<file path="src/rtl/core/pst_pkg.sv">
// shared types and constants for the pc speaker tone synthesizer
// divisor table, pit clock reciprocal, register indexes; no dependencies
package pst_pkg;

  localparam int unsigned TABLE_DEPTH = 128;
  localparam int unsigned MAX_VALID_CODE = 128;
  localparam int unsigned ROM_ENTRIES = 128;

  localparam int unsigned FREQ_W = 17;
  localparam int unsigned VOL_W = 7;
  localparam int unsigned CODE_W = 8;
  localparam int unsigned SAMPLE_W = 8;
  localparam int unsigned DIV_W = 13;
  localparam int unsigned PROD_W = FREQ_W + DIV_W;
  localparam int unsigned HALF_W = 9;

  localparam logic [21:0] HALF_PIT_CLOCK = 22'd2386362;
  localparam int unsigned RECIP_SHIFT = 40;
  localparam int unsigned RECIP_W = 19;
  localparam logic [63:0] RECIP_FULL = (64'd1 << RECIP_SHIFT) / 64'(HALF_PIT_CLOCK);
  localparam logic [RECIP_W-1:0] RECIP_MULT = RECIP_FULL[RECIP_W-1:0];

  localparam logic [63:0] MAX_HALF_FULL =
    ((64'd1 << FREQ_W) - 64'd1) * 64'd6818 / 64'(HALF_PIT_CLOCK);
  localparam logic [HALF_W-1:0] MAX_HALF = MAX_HALF_FULL[HALF_W-1:0];

  localparam logic CFG_DEVICE_FREQUENCY = 1'b0;
  localparam logic CFG_VOLUME = 1'b1;

  localparam logic [FREQ_W-1:0] FREQ_RESET = 17'd44100;
  localparam logic [VOL_W-1:0] VOL_RESET = 7'd20;

  localparam logic [DIV_W-1:0] DIVISOR_ROM [ROM_ENTRIES] = '{
    13'd0,    13'd6818, 13'd6628, 13'd6449, 13'd6279, 13'd6087, 13'd5906, 13'd5736,
    13'd5575, 13'd5423, 13'd5279, 13'd5120, 13'd4971, 13'd4830, 13'd4697, 13'd4554,
    13'd4435, 13'd4307, 13'd4186, 13'd4058, 13'd3950, 13'd3836, 13'd3728, 13'd3615,
    13'd3519, 13'd3418, 13'd3323, 13'd3224, 13'd3131, 13'd3043, 13'd2960, 13'd2875,
    13'd2794, 13'd2711, 13'd2633, 13'd2560, 13'd2485, 13'd2415, 13'd2348, 13'd2281,
    13'd2213, 13'd2153, 13'd2089, 13'd2032, 13'd1975, 13'd1918, 13'd1864, 13'd1810,
    13'd1757, 13'd1709, 13'd1659, 13'd1612, 13'd1565, 13'd1521, 13'd1478, 13'd1435,
    13'd1395, 13'd1355, 13'd1316, 13'd1280, 13'd1242, 13'd1207, 13'd1173, 13'd1140,
    13'd1107, 13'd1075, 13'd1045, 13'd1015, 13'd986,  13'd959,  13'd931,  13'd905,
    13'd879,  13'd854,  13'd829,  13'd806,  13'd783,  13'd760,  13'd739,  13'd718,
    13'd697,  13'd677,  13'd658,  13'd640,  13'd621,  13'd604,  13'd586,  13'd570,
    13'd553,  13'd538,  13'd522,  13'd507,  13'd493,  13'd479,  13'd465,  13'd452,
    13'd439,  13'd427,  13'd415,  13'd403,  13'd391,  13'd380,  13'd369,  13'd359,
    13'd348,  13'd339,  13'd329,  13'd319,  13'd310,  13'd302,  13'd293,  13'd285,
    13'd276,  13'd269,  13'd261,  13'd253,  13'd246,  13'd239,  13'd232,  13'd226,
    13'd219,  13'd213,  13'd207,  13'd201,  13'd195,  13'd190,  13'd184,  13'd179
  };

  typedef struct packed {
    logic              valid;
    logic              bad;
    logic              silent;
    logic [HALF_W-1:0] half;
  } pst_half_t;

endpackage

</file>
<file path="src/rtl/core/pst_half_calc.sv">
// three-stage pipeline: tone code to half-period length in ticks
// uses pst_pkg for the divisor table and the pit clock reciprocal
module pst_half_calc (
  input  logic                         clk,
  input  logic                         rst,
  input  logic                         in_valid,
  output logic                         in_ready,
  input  logic [pst_pkg::CODE_W-1:0]   tone_code,
  input  logic [pst_pkg::FREQ_W-1:0]   device_frequency,
  output pst_pkg::pst_half_t           half_out,
  input  logic                         half_ready
);
  import pst_pkg::*;

  localparam int unsigned MUL2_W = PROD_W + RECIP_W;
  localparam int unsigned QD_W = HALF_W + 22;

  logic                v1, v2, v3;
  logic                bad1, bad2, bad3;
  logic                sil1, sil2, sil3;
  logic [PROD_W-1:0]   prod1, prod2;
  logic [HALF_W-1:0]   quot2, half3;
  logic                rdy1, rdy2, rdy3;

  logic                bad_in;
  logic [DIV_W-1:0]    div_in;
  logic [MUL2_W-1:0]   recip_prod;
  logic [QD_W-1:0]     quot_times_d;
  logic [QD_W-1:0]     rem;
  logic [HALF_W-1:0]   half_fix;

  assign rdy3 = !v3 || half_ready;
  assign rdy2 = !v2 || rdy3;
  assign rdy1 = !v1 || rdy2;
  assign in_ready = rdy1;

  always_comb begin
    bad_in = tone_code > CODE_W'(MAX_VALID_CODE);
    if (tone_code < CODE_W'(ROM_ENTRIES) && 32'(tone_code) < TABLE_DEPTH) begin
      div_in = DIVISOR_ROM[tone_code[6:0]];
    end else begin
      div_in = '0;
    end
  end

  assign recip_prod = MUL2_W'(prod1) * MUL2_W'(RECIP_MULT);
  assign quot_times_d = QD_W'(quot2) * QD_W'(HALF_PIT_CLOCK);
  assign rem = QD_W'(prod2) - quot_times_d;
  assign half_fix = (rem >= QD_W'(HALF_PIT_CLOCK)) ? quot2 + 1'b1 : quot2;

  always_ff @(posedge clk) begin
    if (rst) begin
      v1 <= 1'b0;
      v2 <= 1'b0;
      v3 <= 1'b0;
    end else begin
      if (rdy1) v1 <= in_valid;
      if (rdy2) v2 <= v1;
      if (rdy3) v3 <= v2;
    end
  end

  // payload stages
  always_ff @(posedge clk) begin
    if (rdy1 && in_valid) begin
      bad1  <= bad_in;
      sil1  <= !bad_in && (div_in == '0);
      prod1 <= PROD_W'(device_frequency) * PROD_W'(div_in);
    end
    if (rdy2 && v1) begin
      bad2  <= bad1;
      sil2  <= sil1;
      prod2 <= prod1;
      quot2 <= recip_prod[RECIP_SHIFT +: HALF_W];
    end
    if (rdy3 && v2) begin
      bad3  <= bad2;
      sil3  <= sil2;
      half3 <= half_fix;
    end
  end

  assign half_out.valid  = v3;
  assign half_out.bad    = bad3;
  assign half_out.silent = sil3;
  assign half_out.half   = half3;

  a_half_range: assert property (@(posedge clk) disable iff (rst)
    v3 && !bad3 && !sil3 |-> half3 <= MAX_HALF)
    else $error("half-period above table maximum");

  a_bad_not_silent: assert property (@(posedge clk) disable iff (rst)
    v3 |-> !(bad3 && sil3))
    else $error("code flagged both bad and silent");

  a_quot_close: assert property (@(posedge clk) disable iff (rst)
    v2 |-> quot2 <= MAX_HALF)
    else $error("reciprocal estimate out of range");

endmodule

</file>
<file path="src/rtl/core/pc_speaker_tone_synth_core.sv">
// pc speaker square-wave tone synthesizer, top level
// uses pst_pkg and pst_half_calc (half-period pipeline)
//
// usage:
//   input channel in_valid/in_ready carries one tone_code per sample tick.
//   output channel out_valid/out_ready returns one transaction per input:
//   sample (+volume, -volume or zero) and bad_tone for codes above 128.
//   config channel cfg_valid/cfg_ready writes device_frequency (index 0)
//   or volume (index 1) from cfg_data; always ready, write only when idle.
// timing:
//   one item per cycle sustained while out_ready stays high. three stages
//   compute the half-period (table and frequency multiply, reciprocal
//   multiply, remainder correction), the fourth updates polarity and
//   phase counter and holds the result.
// reset:
//   synchronous rst empties the pipeline, restores 44100 hz and volume 20,
//   sets negative polarity and clears the phase counter.
// stall:
//   each stage holds while the one after it is full and holding, so a
//   stalled receiver fills the bubbles first and then drops in_ready.
module pc_speaker_tone_synth_core (
  input  logic                                clk,
  input  logic                                rst,
  input  logic                                in_valid,
  output logic                                in_ready,
  input  logic [pst_pkg::CODE_W-1:0]          tone_code,
  output logic                                out_valid,
  input  logic                                out_ready,
  output logic signed [pst_pkg::SAMPLE_W-1:0] sample,
  output logic                                bad_tone,
  input  logic                                cfg_valid,
  output logic                                cfg_ready,
  input  logic                                cfg_index,
  input  logic [pst_pkg::FREQ_W-1:0]          cfg_data
);
  import pst_pkg::*;

  logic [FREQ_W-1:0]   device_frequency;
  logic [VOL_W-1:0]    volume;
  logic                polarity, polarity_next;
  logic [HALF_W-1:0]   phase_count, phase_count_next;
  pst_half_t           half_s;
  logic                half_ready;
  logic                fire;
  logic [SAMPLE_W-1:0] amp;

  assign cfg_ready = 1'b1;

  pst_half_calc u_half (
    .clk              (clk),
    .rst              (rst),
    .in_valid         (in_valid),
    .in_ready         (in_ready),
    .tone_code        (tone_code),
    .device_frequency (device_frequency),
    .half_out         (half_s),
    .half_ready       (half_ready)
  );

  assign half_ready = !out_valid || out_ready;
  assign fire = half_s.valid && half_ready;

  always_comb begin
    polarity_next    = polarity;
    phase_count_next = phase_count;
    amp = polarity ? SAMPLE_W'(-{1'b0, volume}) : SAMPLE_W'({1'b0, volume});
    if (half_s.bad) begin
      amp = '0;
    end else if (half_s.silent) begin
      amp = '0;
      phase_count_next = '0;
    end else if (phase_count >= half_s.half) begin
      polarity_next    = !polarity;
      phase_count_next = '0;
    end else begin
      phase_count_next = phase_count + 1'b1;
    end
  end

  always_ff @(posedge clk) begin
    if (rst) begin
      device_frequency <= FREQ_RESET;
      volume           <= VOL_RESET;
      polarity         <= 1'b1;
      phase_count      <= '0;
      out_valid        <= 1'b0;
    end else begin
      if (cfg_valid && cfg_ready) begin
        case (cfg_index)
          CFG_DEVICE_FREQUENCY: device_frequency <= cfg_data;
          CFG_VOLUME:           volume <= cfg_data[VOL_W-1:0];
          default:              ;
        endcase
      end
      if (fire) begin
        polarity    <= polarity_next;
        phase_count <= phase_count_next;
      end
      if (half_ready) out_valid <= half_s.valid;
    end
  end

  // result register
  always_ff @(posedge clk) begin
    if (fire) begin
      sample   <= amp;
      bad_tone <= half_s.bad;
    end
  end

  a_bad_zero: assert property (@(posedge clk) disable iff (rst)
    out_valid && bad_tone |-> sample == '0)
    else $error("bad tone with nonzero sample");

  a_bad_keeps_state: assert property (@(posedge clk) disable iff (rst)
    fire && half_s.bad |=> $stable(polarity) && $stable(phase_count))
    else $error("bad tone changed state");

  a_silence_clears: assert property (@(posedge clk) disable iff (rst)
    fire && half_s.silent |=> phase_count == '0 && $stable(polarity))
    else $error("silence did not clear phase counter");

  a_phase_bound: assert property (@(posedge clk) disable iff (rst)
    phase_count <= MAX_HALF)
    else $error("phase counter beyond largest half-period");

endmodule

</file>
<file path="config.mk">
export PLATFORM = sky130hd
export DESIGN_NAME = pc_speaker_tone_synth_core
export DESIGN_NICKNAME = d
export VERILOG_FILES = /design/src/rtl/core/pst_pkg.sv /design/src/rtl/core/pst_half_calc.sv /design/src/rtl/core/pc_speaker_tone_synth_core.sv
export SDC_FILE = /design/constraint.sdc
export NUM_CORES = 2
export LEC_CHECK = 0
export BUFFER_PORTS_ARGS = -buffer_cell sky130_fd_sc_hd__buf_4
export CAP_MARGIN = 20
export CORE_MARGIN = 2
export CORE_UTILIZATION = 50
export DETAILED_ROUTE_END_ITERATION = 8
export PLACE_DENSITY = 0.66
export SYNTH_ARGS = -nofsm -noshare
export SYNTH_HDL_FRONTEND = slang
export SYNTH_HIERARCHICAL = 1
export SYNTH_SLANG_ARGS = --single-unit
export TNS_END_PERCENT = 50
</file>
<file path="constraint.sdc">
create_clock -name clk -period 25.8 [get_ports clk]
set_input_delay 3.87 -clock clk [delete_from_list [all_inputs] [get_ports clk]]
set_output_delay 3.87 -clock clk [all_outputs]
set_load 0.01 [all_outputs]
</file>
* Word level (Yosys, flattened, before mapping)
Memory sizes are Yosys's and may differ from the RTL's.
Cells that the tools add are included.
** Storage, ports and cells
- Flip-flop bits (word level) :: 131
- Bits in read-only memories :: 1664
- Input bits :: 31
- Output and inout port bits :: 12
- Word-level logic and storage cells :: 70
- Memories kept :: 1
** Memory list
- (name not given) :: depth 128, bits a word 13, read ports 1, clocked after Yosys merged registers in 0, wr ports 0, RTL line pst_half_calc.sv:40 : div_in = DIVISOR_ROM[tone_code[6:0]];
** Cells by class
- Add/subtract/negate cells :: 4
- Multipliers :: 3
- Magnitude comparators :: 6
- Multiplexer cells :: 7
- Bitwise operators :: 5
- Reduce and logical (&&, ||, !) cells :: 23
** Operator list (count)
- multiplier 30 x 17 -> 47 bit (second input constant) :: 1
- 2-to-1 mux 13 bit :: 3
- >= comparator 31 x 22 -> 1 bit (second input constant) :: 1
- subtractor 30 x 31 -> 31 bit :: 1
- multiplier 17 x 13 -> 30 bit :: 1
- multiplier 9 x 21 -> 30 bit (second input constant) :: 1
- 2-to-1 mux 9 bit :: 3
- adder 9 x 1 -> 9 bit (second input constant) :: 2
- less-than comparator 8 bit (second input constant) :: 2
- logical NOT 13 bit :: 1
- >= comparator 9 bit :: 1
- >= comparator 8 bit (second input constant) :: 1
- greater-than comparator 8 bit (second input constant) :: 1
- negation 7 -> 8 bit :: 1
- inverter 7 -> 8 bit :: 1
- 2-to-1 mux 7 bit :: 1
- logical AND 1 bit :: 6
- logical NOT 1 bit :: 6
- AND reduction 2 bit :: 3
- logical OR 1 bit :: 4
- inverter 1 bit :: 4
- AND reduction 4 bit :: 1
- OR reduction 3 bit :: 1
- OR reduction 2 bit :: 1

* Depth between registers and ports, before layout
- Depth after elaboration :: 7
- Mapped depth :: 37
- Gate-level depth less buffers :: 34

* Cells and area by module
The synthesis kept the hierarchy.
** By module, submodules not included
- pst_half_calc :: times used 1, cells an instance 2517, area each 23457.5 um^2, sequential area each 2552.4 um^2
- pc_speaker_tone_synth_core :: times used 1, cells an instance 241, area each 2095.8 um^2, sequential area each 970.9 um^2

* Worst setup path after synthesis
No wires, ideal clock.
- Path type :: input-to-reg
- Start point :: input tone_code[1] (netlist name)
- End point :: register u_half.prod1[28] (data pin)
- Library setup time :: 0.258 ns
- Arrival time :: 11.854 ns
- Required time :: 25.542 ns
- Path slack :: 13.688 ns
- Stages on the path :: 32
- Path buffers :: 3
- Cell sequence :: clkbuf_1 -> inv_1 -> ha_1 -> clkbuf_1 -> nor2_1 -> or2_2 -> a21oi_1 -> mux2i_1 -> a211o_1 -> a21oi_1 -> clkbuf_1 -> nand2_1 -> fa_1 -> inv_1 -> fa_1 -> inv_1 -> fa_1 -> inv_1 -> fa_1 -> fa_1 -> ha_1 -> a211o_1 -> a211oi_1 -> o31ai_1 -> a211o_1 -> a21oi_1 -> o21ai_1 -> a41o_1 -> or4_1 -> a41o_1 -> a21oi_1 -> xnor2_1
** On the way
- Longest elaborated chain between the ends :: 6
- Elaborated cells on any way between the ends :: 9
- Classes of those cells :: mul (1); order compare (2); mux (3); bitwise (1); reduce/logical (1); memory (1)
** Ends and longest elaborated chain
- from (decl) :: RTL line pc_speaker_tone_synth_core.sv:26 : input logic [pst_pkg::CODE_W-1:0] tone_code,
- inverter 7 -> 8 bit (not written as such) :: RTL line pst_half_calc.sv:40
- memory read (128 x 13 bit)
- 2-to-1 mux 13 bit (not written as such) (2 in series) :: RTL line pst_half_calc.sv:40
- 2-to-1 mux 13 bit * :: RTL line pst_half_calc.sv:39 : if (tone_code < CODE_W'(ROM_ENTRIES) && 32'(tone_code) < TABLE_DEPTH) begin
- multiplier 17 x 13 -> 30 bit * :: RTL line pst_half_calc.sv:68 : prod1 <= PROD_W'(device_frequency) * PROD_W'(div_in);
- to (signal assigned) :: RTL line pst_half_calc.sv:68
- to (decl) :: RTL line pst_half_calc.sv:21 : logic [PROD_W-1:0] prod1, prod2;
Mark *: on every way between the ends. The rest lies on a longest branch, timed or not. The select of a mux whose other input is x is not followed.
A chain may end at the register's enable or synchronous reset.

* Final worst setup path
Ends and elaborated chain as after synthesis.

==> summary.txt <==
Outcome
  • Run status: completed

Global route
  • Initial antenna violation count: 1
  • Vias in the first global route: 19900
  • Pin count of the biggest net entering global routing: 104
  • First-pass GRT wire length: 101000 µm
  • GRT overflow: 0
  • GR Util All Layers: 23.9%

Detailed routing
  • Vias: 19000
  • Drt wl/cell: 17.8 µm
  • Post-route ant nets: 0
  • DR iter-0 viols: 1066
  • DR DRC count: 0
  • Via density: 5.55
  • 1st-pass router iterations: 6
  • Total Wirelength: 61100 µm

Die
  • Core ar.: 0.0503 mm²
  • Starting Density: 50.8%
  • I/O pin count: 43
  • Die X: 230 µm
  • Num rows: 82
  • Die area: 0.0529 mm²
  • Floorplan die height: 230 µm

Yosys
  • Syn Nets: 3561
  • Largest family of logic cells by synthesized area: adder cells
  • Yosys top cell by area: fa_1
  • Synth top area share: 30.8%
  • Post-Syn Area: 0.0256 mm²
  • Post-Synth XOR/XNOR Area: 3.22%
  • Primary FF master, synth: edfxtp_1
  • Synth top area cells: fa_1 31%, ha_1 19%, edfxtp_1 11%
  • Number of synthesized flops with an enable pin: 92
  • Post-Synth Simple-Gate Area: 12.6%
  • Synthesized area per cell: 9.27 µm²
  • Complex-gate fraction of the synthesized area: 10.9%
  • Mux cell area share after synthesis: 0.475%
  • Adder-cell share of the synthesized area: 49.4%
  • Async SR Flop Fraction: 0%
  • Post-Syn Instances: 2758
  • Synth cell types: 86
  • Flops & latches, synth: 130
  • Register area share after synthesis: 13.8%
  • Yosys warns: 6

Clock tree
  • Clock latency on the worst-skew pair: 0.45 ns
  • H-tree depth: 4
  • Hold_buf cts: 0
  • Clk slew on worst S/H paths: 0.07 ns
  • Root Buffer: clkbuf_16
  • Resized cells post-CTS: 0
  • Maximum clock insertion buffer count: 2
  • Post-CTS setup buffers: 0
  • CTS Buf Count: 17
  • CTS tree: yes
  • CTS sink count: 130

STA
  • Worst slew pin tran: 1.04 ns
  • Setup Skew: 0.0118 ns
  • Final Setup Violations: 0
  • Sum of negative setup slack: 0 ns
  • RSZ-0062 raised after global routing: false
  • Slew margin rel.: 30.7%
  • Fin. Hold Viols: 0
  • Fin crit share: 47.7%
  • Fin. max-slew vios: 0
  • Tmin final: 12.30 ns
  • Max frequency: 81.3 MHz

Cells and area
  • Antenna diodes: 0
  • Ratio of cells with drive above 1 in the final layout: 4.34%
  • Final #Nets: 3552
  • Area Overhead vs Synth: 6.04%
  • FILL cells: 4577
  • Finished Cell Area: 0.0271 mm²
  • Layout Utilization: 53.9%

Placed design
  • I/O Buffers: 41
  • Post-DP Area: 0.0265 mm²
  • Post-DP HPWL: 50500 µm
  • Routability cong.: 0.925

Worst setup path
  • Crit path DAT: 12.49 ns
  • Setup crit start kind: primary input
  • CP required: 25.99 ns
  • Slowest-stage cell, CP: ha_1
  • Crit path kind: primary input to flip-flop
  • Worst Setup End Kind: flip-flop
  • CP bufs+invs: 7
  • Delay-heaviest family, CP: compound AO/OA/AOI/OAI gates
  • Crit path largest cell delay: 0.54 ns
  • Worst-path fanout max: 17

Worst hold path
  • Hold crit path type: flip-flop to flip-flop

Run
  • Max-cap viol count: 0
==> layer usage <==
metal	global-route usage [%]	vias to the layer above	wire, µm
li1	-	8942	-
met1	31.5	9525	26600
met2	41.3	464	30100
met3	3.08	115	2610
met4	7.18	0	1710
met5	0	-	0
==> worst paths after layout <==
path,start,to,slack (ns),cells past startpoint
min reg2reg,u_half/bad1$_DFFE_PP_,u_half/bad2$_DFFE_PP_,0.42,0
min,u_half/bad1$_DFFE_PP_,u_half/bad2$_DFFE_PP_,0.42,0
max,tone_code[1],u_half/prod1[28]$_DFFE_PP_,13.50,32
max reg2reg,u_half/quot2[1]$_DFFE_PP_,u_half/half3[4]$_DFFE_PP_,17.42,31
==> final cells by class <==
cell class	count	area [µm²]	area share [%]
Clock buffer	18	439	1.62
Clock inverter	14	139	0.513
Inverter	561	2110	7.77
Multi-Input combinational cell	1984	19600	72.4
Sequential cell	130	3520	13.0
Tap cell	672	841	3.10
Timing Repair Buffer	55	425	1.57
==> per-stage QoR <==
step | hold WS, ns | cells | setup WS [ns]
after floorplan | 0.400 | 2758 | 13.69
after global placement | 0.409 | 3401 | 13.33
after detailed placement | 0.405 | 3401 | 13.22
after CTS | 0.421 | 3433 | 13.65
after global routing | 0.428 | 3434 | 13.08
final | 0.421 | 3434 | 13.50
==> logic make-up (layout without fill, tap and decap cells) <==
logic type / Yosys count / after routing
adders and majority gates: 773 / 773
and+or+nand+nor: 674 / 674
AOI/OAI and AO/OA: 433 / 433
buffers and inverters: 644 / 648
muxes: 9 / 9
xor gates and xnor gates: 94 / 94
DFF: 130 / 130
other: 1 / 1
==> cells in the mapped netlist (21+ instances only) <==
| library cell | instances |
|---|---|
| dfxtp_1 | 38 |
| xor2_1 | 41 |
| edfxtp_1 | 92 |
| inv_1 | 560 |
| nor3_1 | 32 |
| fa_1 | 393 |
| o21ai_0 | 78 |
| a211oi_1 | 21 |
| clkbuf_1 | 65 |
| nand2_1 | 274 |
| xnor2_1 | 53 |
| nand2b_1 | 26 |
| a21oi_1 | 145 |
| and2_1 | 88 |
| a21o_1 | 49 |
| nor2_1 | 123 |
| ha_1 | 379 |
| nand3_1 | 35 |
==> registers in the layout (all words and copies together) (netlist names), 7 cells and up <==
name              count
device_frequency     17
phase_count           9
sample                8
u_half/half3          9
u_half/prod1         30
u_half/prod2         29
u_half/quot2          9
volume                7
==> placed cells by master (no fill, tap or decap), drive strengths merged, types with 55 or more instances in the layout <==
cell type  netlist  routed
edfxtp          92      92
and2            88      88
buf             18      55
a21oi          147     147
inv            561     569
fa             393     393
nor2           123     123
ha             379     379
o21ai           81      81
nand2          274     274
Power is left out: the tool's default activity adds up to more than one toggle a clock period on the data nets, which glitch-free logic cannot reach.
